===== src/hw/rtl/plpl_pkg.sv =====
// Package for the polyline path length unit.
// Holds the status word of the square root unit. No dependencies.
`timescale 1ns / 1ps
`default_nettype none

package plpl_pkg;

	// status of the square root unit as seen by the sequencer
	typedef struct packed {
		logic busy;
		logic done;
	} plpl_root_stat_t;

	localparam int unsigned PAIR_BITS = 2;

endpackage

`default_nettype wire


===== src/hw/rtl/plpl_point_if.sv =====
// Valid/ready channel carrying one sample point word.
// Standalone; width follows COORD_WIDTH.
`timescale 1ns / 1ps
`default_nettype none

interface plpl_point_if #(
	parameter int unsigned COORD_WIDTH = 24
);
	logic                          valid;
	logic                          ready;
	logic signed [COORD_WIDTH-1:0] point_x;
	logic signed [COORD_WIDTH-1:0] point_y;
	logic signed [COORD_WIDTH-1:0] point_z;
	logic                          last_point;

	modport source (
		output valid, point_x, point_y, point_z, last_point,
		input  ready
	);

	modport sink (
		input  valid, point_x, point_y, point_z, last_point,
		output ready
	);
endinterface

`default_nettype wire


===== src/hw/rtl/plpl_length_if.sv =====
// Valid/ready channel carrying one path length word.
// Standalone; width follows SUM_WIDTH.
`timescale 1ns / 1ps
`default_nettype none

interface plpl_length_if #(
	parameter int unsigned SUM_WIDTH = 41
);
	logic                 valid;
	logic                 ready;
	logic [SUM_WIDTH-1:0] path_length;
	logic                 length_saturated;

	modport source (
		output valid, path_length, length_saturated,
		input  ready
	);

	modport sink (
		input  valid, path_length, length_saturated,
		output ready
	);
endinterface

`default_nettype wire


===== src/hw/rtl/polyline_path_length_unit.sv =====
// Polyline path length unit: sums point-to-point distances of a trajectory.
// A point with a previous point goes through the squared distance pipeline and then the root unit
// before the sequencer accepts a new point; the root unit works one root bit a cycle.
// A first point is held unless it is last; any last point goes on to load the output word.
// Reset clears the running sum, saturation flag, held-point flag and output valid.
// Depends on plpl_pkg, plpl_point_if, plpl_length_if, plpl_sqdist and plpl_isqrt.
`timescale 1ns / 1ps
`default_nettype none

module polyline_path_length_unit
	import plpl_pkg::*;
#(
	parameter int unsigned COORD_WIDTH = 24,
	parameter int unsigned SUM_WIDTH   = 41
) (
	input wire logic      clk,
	input wire logic      arst_n,
	plpl_point_if.sink    points,
	plpl_length_if.source lengths
);

	localparam int unsigned CW = COORD_WIDTH;
	localparam int unsigned SW = SUM_WIDTH;
	localparam int unsigned AW = ((SW > CW + 1) ? SW : CW + 1) + 1;

	localparam logic [1:0] ST_IDLE = 2'd0;
	localparam logic [1:0] ST_DIST = 2'd1;
	localparam logic [1:0] ST_ROOT = 2'd2;
	localparam logic [1:0] ST_EMIT = 2'd3;

	logic [1:0]      state_q;
	logic [CW-1:0]   prev_x_q, prev_y_q, prev_z_q;
	logic            have_prev_q, last_q;
	logic [SW-1:0]   sum_q;
	logic            ovf_q;
	logic            out_vld_q;
	logic [SW-1:0]   out_len_q;
	logic            out_sat_q;

	logic            in_acc, out_free;
	logic            dist_vld;
	logic [2*CW+1:0] dist_sq;
	plpl_root_stat_t root_stat;
	logic [CW:0]     root;
	logic [AW-1:0]   total;
	logic            total_ovf;

	assign points.ready = (state_q == ST_IDLE);
	assign in_acc       = points.valid && points.ready;
	assign out_free     = !out_vld_q || lengths.ready;

	plpl_sqdist #(
		.COORD_WIDTH(CW)
	) u_sqdist (
		.clk     (clk),
		.arst_n  (arst_n),
		.start   (in_acc && have_prev_q),
		.cur_x   (points.point_x),
		.cur_y   (points.point_y),
		.cur_z   (points.point_z),
		.prv_x   (prev_x_q),
		.prv_y   (prev_y_q),
		.prv_z   (prev_z_q),
		.dist_vld(dist_vld),
		.dist_sq (dist_sq)
	);

	plpl_isqrt #(
		.COORD_WIDTH(CW)
	) u_isqrt (
		.clk     (clk),
		.arst_n  (arst_n),
		.start   (state_q == ST_DIST && dist_vld),
		.radicand(dist_sq),
		.stat    (root_stat),
		.root    (root)
	);

	always_comb begin
		total     = AW'(sum_q) + AW'(root);
		total_ovf = |total[AW-1:SW];
	end

	always_ff @(posedge clk or negedge arst_n) begin
		if (!arst_n) begin
			state_q     <= ST_IDLE;
			have_prev_q <= 1'b0;
			sum_q       <= '0;
			ovf_q       <= 1'b0;
			out_vld_q   <= 1'b0;
		end else begin
			if (state_q == ST_EMIT && out_free) begin
				out_vld_q <= 1'b1;
			end else if (lengths.ready) begin
				out_vld_q <= 1'b0;
			end
			unique case (state_q)
				ST_IDLE: begin
					if (in_acc) begin
						if (have_prev_q) begin
							state_q <= ST_DIST;
						end else if (points.last_point) begin
							state_q <= ST_EMIT;
						end else begin
							have_prev_q <= 1'b1;
						end
					end
				end
				ST_DIST: begin
					if (dist_vld) begin
						state_q <= ST_ROOT;
					end
				end
				ST_ROOT: begin
					if (root_stat.done) begin
						if (total_ovf) begin
							sum_q <= '1;
							ovf_q <= 1'b1;
						end else begin
							sum_q <= total[SW-1:0];
						end
						state_q <= last_q ? ST_EMIT : ST_IDLE;
					end
				end
				ST_EMIT: begin
					if (out_free) begin
						sum_q       <= '0;
						ovf_q       <= 1'b0;
						have_prev_q <= 1'b0;
						state_q     <= ST_IDLE;
					end
				end
				default: begin
					state_q <= ST_IDLE;
				end
			endcase
		end
	end

	always_ff @(posedge clk) begin
		if (in_acc) begin
			prev_x_q <= points.point_x;
			prev_y_q <= points.point_y;
			prev_z_q <= points.point_z;
			last_q   <= points.last_point;
		end
		if (state_q == ST_EMIT && out_free) begin
			out_len_q <= sum_q;
			out_sat_q <= ovf_q;
		end
	end

	assign lengths.valid            = out_vld_q;
	assign lengths.path_length      = out_len_q;
	assign lengths.length_saturated = out_sat_q;

	// new points only while the root unit is quiet
	a_idle_root: assert property (@(posedge clk) disable iff (!arst_n)
		points.ready |-> !root_stat.busy)
		else $error("point word taken while root unit busy");

	// nothing accumulates without a held point
	a_clear_sum: assert property (@(posedge clk) disable iff (!arst_n)
		!have_prev_q |-> (sum_q == '0 && !ovf_q))
		else $error("running sum set with no previous point");

	a_done_state: assert property (@(posedge clk) disable iff (!arst_n)
		root_stat.done |-> state_q == ST_ROOT)
		else $error("root completed outside root state");

	a_dist_state: assert property (@(posedge clk) disable iff (!arst_n)
		dist_vld |-> state_q == ST_DIST)
		else $error("squared distance valid outside distance state");

endmodule

`default_nettype wire


===== src/hw/rtl/plpl_sqdist.sv =====
// Squared distance pipeline: abs deltas, squares, sum of squares.
// Three stages; no package dependency.
`timescale 1ns / 1ps
`default_nettype none

module plpl_sqdist #(
	parameter int unsigned COORD_WIDTH = 24
) (
	input  wire logic                          clk,
	input  wire logic                          arst_n,
	input  wire logic                          start,
	input  wire logic        [COORD_WIDTH-1:0] cur_x,
	input  wire logic        [COORD_WIDTH-1:0] cur_y,
	input  wire logic        [COORD_WIDTH-1:0] cur_z,
	input  wire logic        [COORD_WIDTH-1:0] prv_x,
	input  wire logic        [COORD_WIDTH-1:0] prv_y,
	input  wire logic        [COORD_WIDTH-1:0] prv_z,
	output logic                               dist_vld,
	output logic       [2*COORD_WIDTH+1:0]     dist_sq
);

	localparam int unsigned CW = COORD_WIDTH;

	function automatic logic [CW-1:0] abs_diff(input logic [CW-1:0] a, input logic [CW-1:0] b);
		logic [CW:0] d;
		d = {a[CW-1], a} - {b[CW-1], b};
		if (d[CW]) begin
			d = -d;
		end
		return d[CW-1:0];
	endfunction

	logic            vld_s1, vld_s2, vld_s3;
	logic [CW-1:0]   dx_s1, dy_s1, dz_s1;
	logic [2*CW-1:0] sx_s2, sy_s2, sz_s2;
	logic [2*CW+1:0] sum_s3;

	always_ff @(posedge clk or negedge arst_n) begin
		if (!arst_n) begin
			vld_s1 <= 1'b0;
			vld_s2 <= 1'b0;
			vld_s3 <= 1'b0;
		end else begin
			vld_s1 <= start;
			vld_s2 <= vld_s1;
			vld_s3 <= vld_s2;
		end
	end

	always_ff @(posedge clk) begin
		if (start) begin
			dx_s1 <= abs_diff(cur_x, prv_x);
			dy_s1 <= abs_diff(cur_y, prv_y);
			dz_s1 <= abs_diff(cur_z, prv_z);
		end
		if (vld_s1) begin
			sx_s2 <= dx_s1 * dx_s1;
			sy_s2 <= dy_s1 * dy_s1;
			sz_s2 <= dz_s1 * dz_s1;
		end
		if (vld_s2) begin
			sum_s3 <= (2*CW+2)'(sx_s2) + (2*CW+2)'(sy_s2) + (2*CW+2)'(sz_s2);
		end
	end

	assign dist_vld = vld_s3;
	assign dist_sq  = sum_s3;

endmodule

`default_nettype wire


===== src/hw/rtl/plpl_isqrt.sv =====
// Digit-serial floor square root, one root bit per cycle.
// Depends on plpl_pkg for the status word.
`timescale 1ns / 1ps
`default_nettype none

module plpl_isqrt
	import plpl_pkg::*;
#(
	parameter int unsigned COORD_WIDTH = 24
) (
	input  wire logic                     clk,
	input  wire logic                     arst_n,
	input  wire logic                     start,
	input  wire logic [2*COORD_WIDTH+1:0] radicand,
	output plpl_root_stat_t               stat,
	output logic      [COORD_WIDTH:0]     root
);

	localparam int unsigned CW    = COORD_WIDTH;
	localparam int unsigned RW    = 2*CW + 2;
	localparam int unsigned NSTEP = CW + 1;
	localparam int unsigned CNT_W = $clog2(NSTEP);

	logic [RW-1:0]    rad_q;
	logic [CW+1:0]    rem_q;
	logic [CW:0]      root_q;
	logic [CNT_W-1:0] cnt_q;
	logic             busy_q, done_q;

	logic [CW+3:0] cur, trial, diff;
	logic          take;

	always_comb begin
		cur   = {rem_q, rad_q[RW-1 -: PAIR_BITS]};
		trial = {1'b0, root_q, 2'b01};
		take  = (cur >= trial);
		diff  = cur - trial;
	end

	always_ff @(posedge clk or negedge arst_n) begin
		if (!arst_n) begin
			busy_q <= 1'b0;
			done_q <= 1'b0;
			cnt_q  <= '0;
		end else begin
			done_q <= 1'b0;
			if (start) begin
				busy_q <= 1'b1;
				cnt_q  <= CNT_W'(NSTEP - 1);
			end else if (busy_q) begin
				cnt_q <= cnt_q - 1'b1;
				if (cnt_q == '0) begin
					busy_q <= 1'b0;
					done_q <= 1'b1;
				end
			end
		end
	end

	always_ff @(posedge clk) begin
		if (start) begin
			rad_q  <= radicand;
			rem_q  <= '0;
			root_q <= '0;
		end else if (busy_q) begin
			rad_q  <= {rad_q[RW-PAIR_BITS-1:0], {PAIR_BITS{1'b0}}};
			rem_q  <= take ? diff[CW+1:0] : cur[CW+1:0];
			root_q <= {root_q[CW-1:0], take};
		end
	end

	assign stat.busy = busy_q;
	assign stat.done = done_q;
	assign root      = root_q;

endmodule

`default_nettype wire

===== src/flat_wrapper.sv =====
// flat-port wrapper written by rule: the top's interface ports become plain ports
module polyline_path_length_unit_flat import plpl_pkg::*;
#(
	parameter int unsigned COORD_WIDTH = 24,
	parameter int unsigned SUM_WIDTH   = 41
)
  (clk, arst_n, points_valid, points_point_x, points_point_y, points_point_z, points_last_point, points_ready, lengths_valid, lengths_path_length, lengths_length_saturated, lengths_ready);
  plpl_point_if #(.COORD_WIDTH(COORD_WIDTH)) points_i ();
  plpl_length_if #(.SUM_WIDTH(SUM_WIDTH)) lengths_i ();
  input wire logic clk;
  input wire logic arst_n;
  input wire logic [$bits(points_i.valid)-1:0] points_valid;
  input wire logic [$bits(points_i.point_x)-1:0] points_point_x;
  input wire logic [$bits(points_i.point_y)-1:0] points_point_y;
  input wire logic [$bits(points_i.point_z)-1:0] points_point_z;
  input wire logic [$bits(points_i.last_point)-1:0] points_last_point;
  output wire logic [$bits(points_i.ready)-1:0] points_ready;
  output wire logic [$bits(lengths_i.valid)-1:0] lengths_valid;
  output wire logic [$bits(lengths_i.path_length)-1:0] lengths_path_length;
  output wire logic [$bits(lengths_i.length_saturated)-1:0] lengths_length_saturated;
  input wire logic [$bits(lengths_i.ready)-1:0] lengths_ready;
  assign points_i.valid = points_valid;
  assign points_i.point_x = points_point_x;
  assign points_i.point_y = points_point_y;
  assign points_i.point_z = points_point_z;
  assign points_i.last_point = points_last_point;
  assign points_ready = points_i.ready;
  assign lengths_valid = lengths_i.valid;
  assign lengths_path_length = lengths_i.path_length;
  assign lengths_length_saturated = lengths_i.length_saturated;
  assign lengths_i.ready = lengths_ready;
  polyline_path_length_unit #(.COORD_WIDTH(COORD_WIDTH), .SUM_WIDTH(SUM_WIDTH)) u_core (.clk(clk), .arst_n(arst_n), .points(points_i), .lengths(lengths_i));
endmodule

===== config.mk =====
export PLATFORM = sky130hd
export DESIGN_NAME = polyline_path_length_unit_flat
export DESIGN_NICKNAME = d
export VERILOG_FILES = /design/src/hw/rtl/plpl_pkg.sv /design/src/hw/rtl/plpl_point_if.sv /design/src/hw/rtl/plpl_length_if.sv /design/src/hw/rtl/polyline_path_length_unit.sv /design/src/hw/rtl/plpl_sqdist.sv /design/src/hw/rtl/plpl_isqrt.sv /design/src/flat_wrapper.sv
export SDC_FILE = /design/constraint.sdc
export NUM_CORES = 2
export LEC_CHECK = 0
export BUFFER_PORTS_ARGS = -buffer_cell sky130_fd_sc_hd__buf_2
export CORE_MARGIN = 4
export CORE_UTILIZATION = 51
export CTS_BUF_LIST = sky130_fd_sc_hd__clkbuf_4 sky130_fd_sc_hd__clkbuf_8
export DETAILED_ROUTE_END_ITERATION = 8
export PLACE_DENSITY_LB_ADDON = 0.05
export RECOVER_POWER = 100
export SYNTH_ARGS = -nofsm -noshare
export SYNTH_HDL_FRONTEND = slang
export SYNTH_SLANG_ARGS = --single-unit
export TNS_END_PERCENT = 100

===== constraint.sdc =====
create_clock -name clk -period 9.9 [get_ports clk]
set_input_delay 0 -clock clk [delete_from_list [all_inputs] [get_ports clk]]
set_output_delay 0 -clock clk [all_outputs]
set_load 0.03 [all_outputs]

Word-level counts from Yosys, hierarchy flattened
Index checks and enable logic that the tools add are counted.

storage, ports and cells
  register bits = 538
  bits of input ports = 77
  word-level logic and storage cells = 103

cells by class
  $add $sub $neg = 11
  multipliers = 3
  magnitude comparators = 1
  equality and inequality tests = 9
  mux-type cells = 36
  reduce and logical (&&, ||, !) cells = 16

operator list
  cell                                               count
  multiplier 24 x 24 -> 48 bit                       3
  2-to-1 mux 41 bit                                  3
  2-to-1 mux 50 bit                                  2
  one-hot mux 41 bit (2 select lines)                1
  subtractor 24 x 24 -> 25 bit                       3
  2-to-1 mux 24 bit                                  3
  negator 24 bit                                     3
  adder 49 x 48 -> 50 bit                            1
  adder 48 x 48 -> 49 bit                            1
  adder 41 x 25 -> 42 bit                            1
  >= comparator 28 x 27 -> 1 bit                     1
  2-to-1 mux 26 bit                                  1
  subtractor 26 bit                                  1
  2-to-1 mux 1 bit                                   14
  2-to-1 mux 2 bit                                   7
  2-to-1 mux 5 bit                                   2
  one-hot mux 2 bit (4 select lines)                 1
  nonzero test 2 bit                                 4
  != test 2 bit (second input constant)              3
  AND reduction 3 bit                                2
  logical NOT 5 bit                                  1
  AND reduction 5 bit                                1
  subtractor 5 x 1 -> 5 bit (second input constant)  1
  == test 2 bit (second input constant)              2
  9 further kinds                                    14

Longest topological paths before layout
  depth after elaboration = 4
  mapped depth = 30
  gate-level depth less buffers = 29

Modules after synthesis
From an unflattened synthesis, not the netlist that was laid out.

unflattened totals
  cells, all modules = 7991
  area, all modules = 78257.6 um^2

modules (own cells, without submodules)
  module                     times used  cells each  area each (um^2)
  plpl_sqdist                1           6872        65243.8
  polyline_path_length_unit  1           556         7028.0
  plpl_isqrt                 1           563         5985.7

Worst setup path after synthesis
OpenSTA, ideal clock, no wires.

  path kind = reg2reg
  start point = register u_core.u_sqdist.dx_s1[2]
  end point = register u_core.u_sqdist.sx_s2[47] (data pin)
  setup time = 262 ps
  arrival = 7272 ps
  data required time = 9638 ps
  slack = 2366 ps
  stages on the path, launching flop included = 30
  path buffers = 2
  period minus slack after synthesis = 7534 ps
  path through = edfxtp_1 > clkbuf_1 > clkbuf_1 > nand2_1 > fa_1 > inv_1 > fa_1 > inv_1 > fa_1 > inv_1 > fa_1 > inv_1 > fa_1 > inv_1 > fa_1 > inv_1 > fa_1 > inv_1 > ha_1 > and3_1 > and3_1 > nand2_1 > a21oi_1 > o2111ai_1 > a22oi_1 > a21oi_1 > or3_1 > o211ai_1 > o221ai_1 > xnor2_1

on the way
  longest elaborated chain between the ends = 1

ends and longest elaborated chain
  what                          line               source
  start, declared               plpl_sqdist.sv:34  logic [CW-1:0] dx_s1, dy_s1, dz_s1;
  start signal, assigned        plpl_sqdist.sv:52  dx_s1 <= abs_diff(cur_x, prv_x);
  multiplier 24 x 24 -> 48 bit  plpl_sqdist.sv:57  sx_s2 <= dx_s1 * dx_s1;
  end signal, assigned          plpl_sqdist.sv:57
  end, declared                 plpl_sqdist.sv:35  logic [2*CW-1:0] sx_s2, sy_s2, sz_s2;

Every way passes these cells.
A chain may end at the register's enable or synchronous reset.

Worst setup path after layout
  start point = register u_core.u_sqdist.dy_s1[0]
  end point = register u_core.u_sqdist.sy_s2[46] (data pin)

on the way
  longest elaborated chain between the ends = 1

ends and longest elaborated chain
  what                          line               source
  start, declared               plpl_sqdist.sv:34
  start signal, assigned        plpl_sqdist.sv:53  dy_s1 <= abs_diff(cur_y, prv_y);
  multiplier 24 x 24 -> 48 bit  plpl_sqdist.sv:58  sy_s2 <= dy_s1 * dy_s1;
  end signal, assigned          plpl_sqdist.sv:58
  end, declared                 plpl_sqdist.sv:35

Every way passes these cells.

==> reports/summary.txt <==
cell count after synthesis: 7972
Clock Skew: 0.08535 ns
Syn Area/Cell: 9.719 um2
critical path capture point type: flip-flop
Worst-Skew Late Latency: 0.81 ns
Total Routing Usage GR: 24.39%
clock transition at the registers of the reported paths: 0.07 ns
grt ovf: 0
area of the multi-input gates: 54100 um2
number of flops mapped to enable cells by yosys: 428
die height: 397.8 um
relative slew slack: -175.4%
via count: 53480
antenna-violating nets left: 0
netlist area before placement: 77480 um2
failing checks: max-capacitance violations, max-slew violations
worst-margin pin slew: 4.131 ns
Core Box Area: 150500 um2
largest net degree at the start of global routing: 80
total CTS buffers: 101
number of global-route vias before repair: 57210
Layout area overhead: 8.056%
dpl hpwl: 151400 um
CP Max Fanout: 25
clock period minus worst slack: 8.653 ns
Fin. Hold Viols: 0
first-pass GRT wire length: 306000 um
die width: 397.8 um
1st-iter DRT viols: 3059
RSZ-0062 raised after global routing: no
Storage cell area: 15280 um2
Yosys top cell by area: fa_1
Cell variety after synth: 93
CTS tree: built
num rows: 142
endpoints failing setup: 0
most frequent cells in the layout: inv_1 (1925), fa_1 (1319), nand2_1 (784), ha_1 (695), edfxtp_1 (428)
main area contributors after synthesis: fa_1 (34%), edfxtp_1 (17%), ha_1 (11%), inv_1 (9.3%), nand2_1 (3.8%)
vias per inst: 5.201
initial antenna violation count: 4
Clock Sinks: 535
Final Slew Violations: 673
Root Buffer: clkbuf_8
period utilisation layout: 87.40%
Worst Path Required: 10.45 ns
Worst Hold Class: in2reg
CP arrival: 9.20 ns
Final Routed Wirelength: 186600 um
kind of critical path: reg2reg
Ports: 121
MaxCap Viol Count: 13
synthesized flop and latch total: 535
most common cell after layout, fill and taps aside: inv_1
Achievable Freq: 115.6 MHz
Main synth FF type: edfxtp_1
Initial Utilization: 51.49%
# nets final: 10280
fillers: 13670
drt pass-1 iters: 8
CTS Buffer Depth: 3
die area: 158200 um2
Ys Warns: 0
Synth async-reset ratio: 10.47%
fraction of final layout cells sized beyond drive strength 1: 3.448%
Port Buf Inserts: 120
GPL Wtd Cong: 0.8844
per-cell routed wire length: 18.15 um
share of the synthesized area in the top cell type: 34.08%
type of origin of the critical path: flip-flop
TNS Setup: 0 ns
status: finished, violations left
H-tree Lvls: 3
drc violations: 0
sequential cell area fraction in the yosys report: 19.71%
-- critical path, stage by stage, from the launching register on --
cell	delay [ns]
edfxtp_1	0.33
clkbuf_1	0.97
nand2_1	0.27
fa_1	0.57
inv_1	0.05
fa_1	0.52
inv_1	0.05
fa_1	0.54
inv_1	0.06
fa_1	0.50
inv_1	0.05
fa_1	0.54
inv_1	0.05
fa_1	0.50
inv_1	0.06
fa_1	0.49
inv_1	0.05
ha_1	0.36
nand2_1	0.11
nor4b_1	0.30
a21oi_1	0.09
a31oi_1	0.40
nor3_1	0.14
o31ai_1	0.52
a21oi_1	0.28
o21ai_0	0.33
a221oi_1	0.15
xnor2_1	0.14
-- cells by family (layout without fill, tap and decap cells) --
group           count (synthesis)  after routing  share of synthesized area [%]
fa+ha+maj                    2014           2014                          45.30
buf+inv                      2158           2450                          10.48
compound gates               1033           1033                          8.575
flops                         535            535                          19.71
mux                            48             48                         0.6314
simple gates                 1823           1823                          11.22
other cells                     1              5                       0.004840
xor+xnor                      360            360                          4.069
-- per-stage QoR --
stage                     hold slack, ns  cell area [um2]  utilization (%)  worst slack, ns  cells
after global placement            0.1949            80310            53.37            1.656   9950
final                             0.1631            83720            55.64            1.247  10280
after CTS                        0.05126            83950            55.79            1.527  10280
after detailed placement          0.1976            80310            53.37            1.585   9950
after floorplan                  -0.2956            77490                -            2.366   7974
after global routing              0.1412            83720            55.63           0.7511  10280
-- synth_stat cells (10+ instances only) --
master     number
inv_1        1924
fa_1         1319
nand2_1       785
ha_1          695
edfxtp_1      428
and2_1        357
a21oi_1       326
nor2_1        283
xnor2_1       240
clkbuf_1      224
o21ai_0       171
a21o_1        159
xor2_1        120
nand3_1        65
nor2b_1        58
dfrtp_1        56
nor3_1         54
dfxtp_1        51
a211oi_1       50
nand2b_1       49
a31oi_1        48
mux2i_1        41
nand4_1        41
o21bai_1       40
o21a_1         39
and3_1         38
or2_2          21
or3_1          17
o211ai_1       16
o31ai_1        16
a311oi_1       14
o31a_1         14
a211o_1        12
nor4_1         12
o41ai_1        12
a21boi_0       11
a2111oi_0      10
a31o_2         10
a41oi_1        10
-- area by class of cell --
class | count | area share (%)
inverter | 1925 | 8.630
multi-input combinational | 5281 | 64.62
antenna | 2 | 0.005978
timing repair buffer | 343 | 2.926
tap | 2016 | 3.013
sequential | 535 | 18.25
clock buffer | 141 | 2.094
clock inverter | 41 | 0.4618
-- sequential cells by signal (all words and copies together), names as in the netlist, 25 cells and up --
register and count:
u_core.u_sqdist.dist_sq 50, u_core.u_isqrt.rad_q 50, u_core.u_sqdist.sy_s2 47, u_core.u_sqdist.sx_s2 47
u_core.u_sqdist.sz_s2 47, u_core.u_isqrt.root 25, u_core.u_isqrt.rem_q 26, u_core.lengths.path_length 41
u_core.sum_q 41
-- what timing repair did --
action | CTS | global route
setup buffers | 0 | 0
endpoints found under the hold margin | 254 | 0
hold buffers | 150 | 0
gates resized for setup | 0 | 0
-- per-layer routing --
| metal | track usage [%] | wire, um | vias up |
|---|---|---|---|
| li1 | - | - | 25390 |
| met1 | 34.62 | 85330 | 26770 |
| met2 | 40.13 | 87990 | 1115 |
| met3 | 3.549 | 10020 | 202 |
| met4 | 4.989 | 3273 | 2 |
| met5 | 0 | 20 | - |
-- worst paths after layout --
| path | end | slack (ns) | cells past startpoint | from |
|---|---|---|---|---|
| setup / recovery | u_core.u_sqdist.sy_s2[46]$_DFFE_PP_ | 1.25 | 27 | u_core.u_sqdist.dy_s1[0]$_DFFE_PP_ |
| hold / removal | u_core.have_prev_q$_DFFE_PN0P_ | 0.16 | 5 | points_last_point |
| setup reg to reg | u_core.u_sqdist.sy_s2[46]$_DFFE_PP_ | 1.25 | 27 | u_core.u_sqdist.dy_s1[0]$_DFFE_PP_ |
| hold reg to reg | u_core.lengths.length_saturated$_DFFE_PP_ | 0.45 | 0 | u_core.ovf_q$_DFFE_PN0P_ |
| max in group asynchronous | u_core.u_sqdist.vld_s2$_DFF_PN0_ | 6.25 | 4 | arst_n |
| min in group asynchronous | u_core.sum_q[40]$_DFFE_PN0P_ | 1.51 | 4 | arst_n |
Power is left out: the tool's default activity adds up to more than one toggle a clock period on the data nets, which glitch-free logic cannot reach.
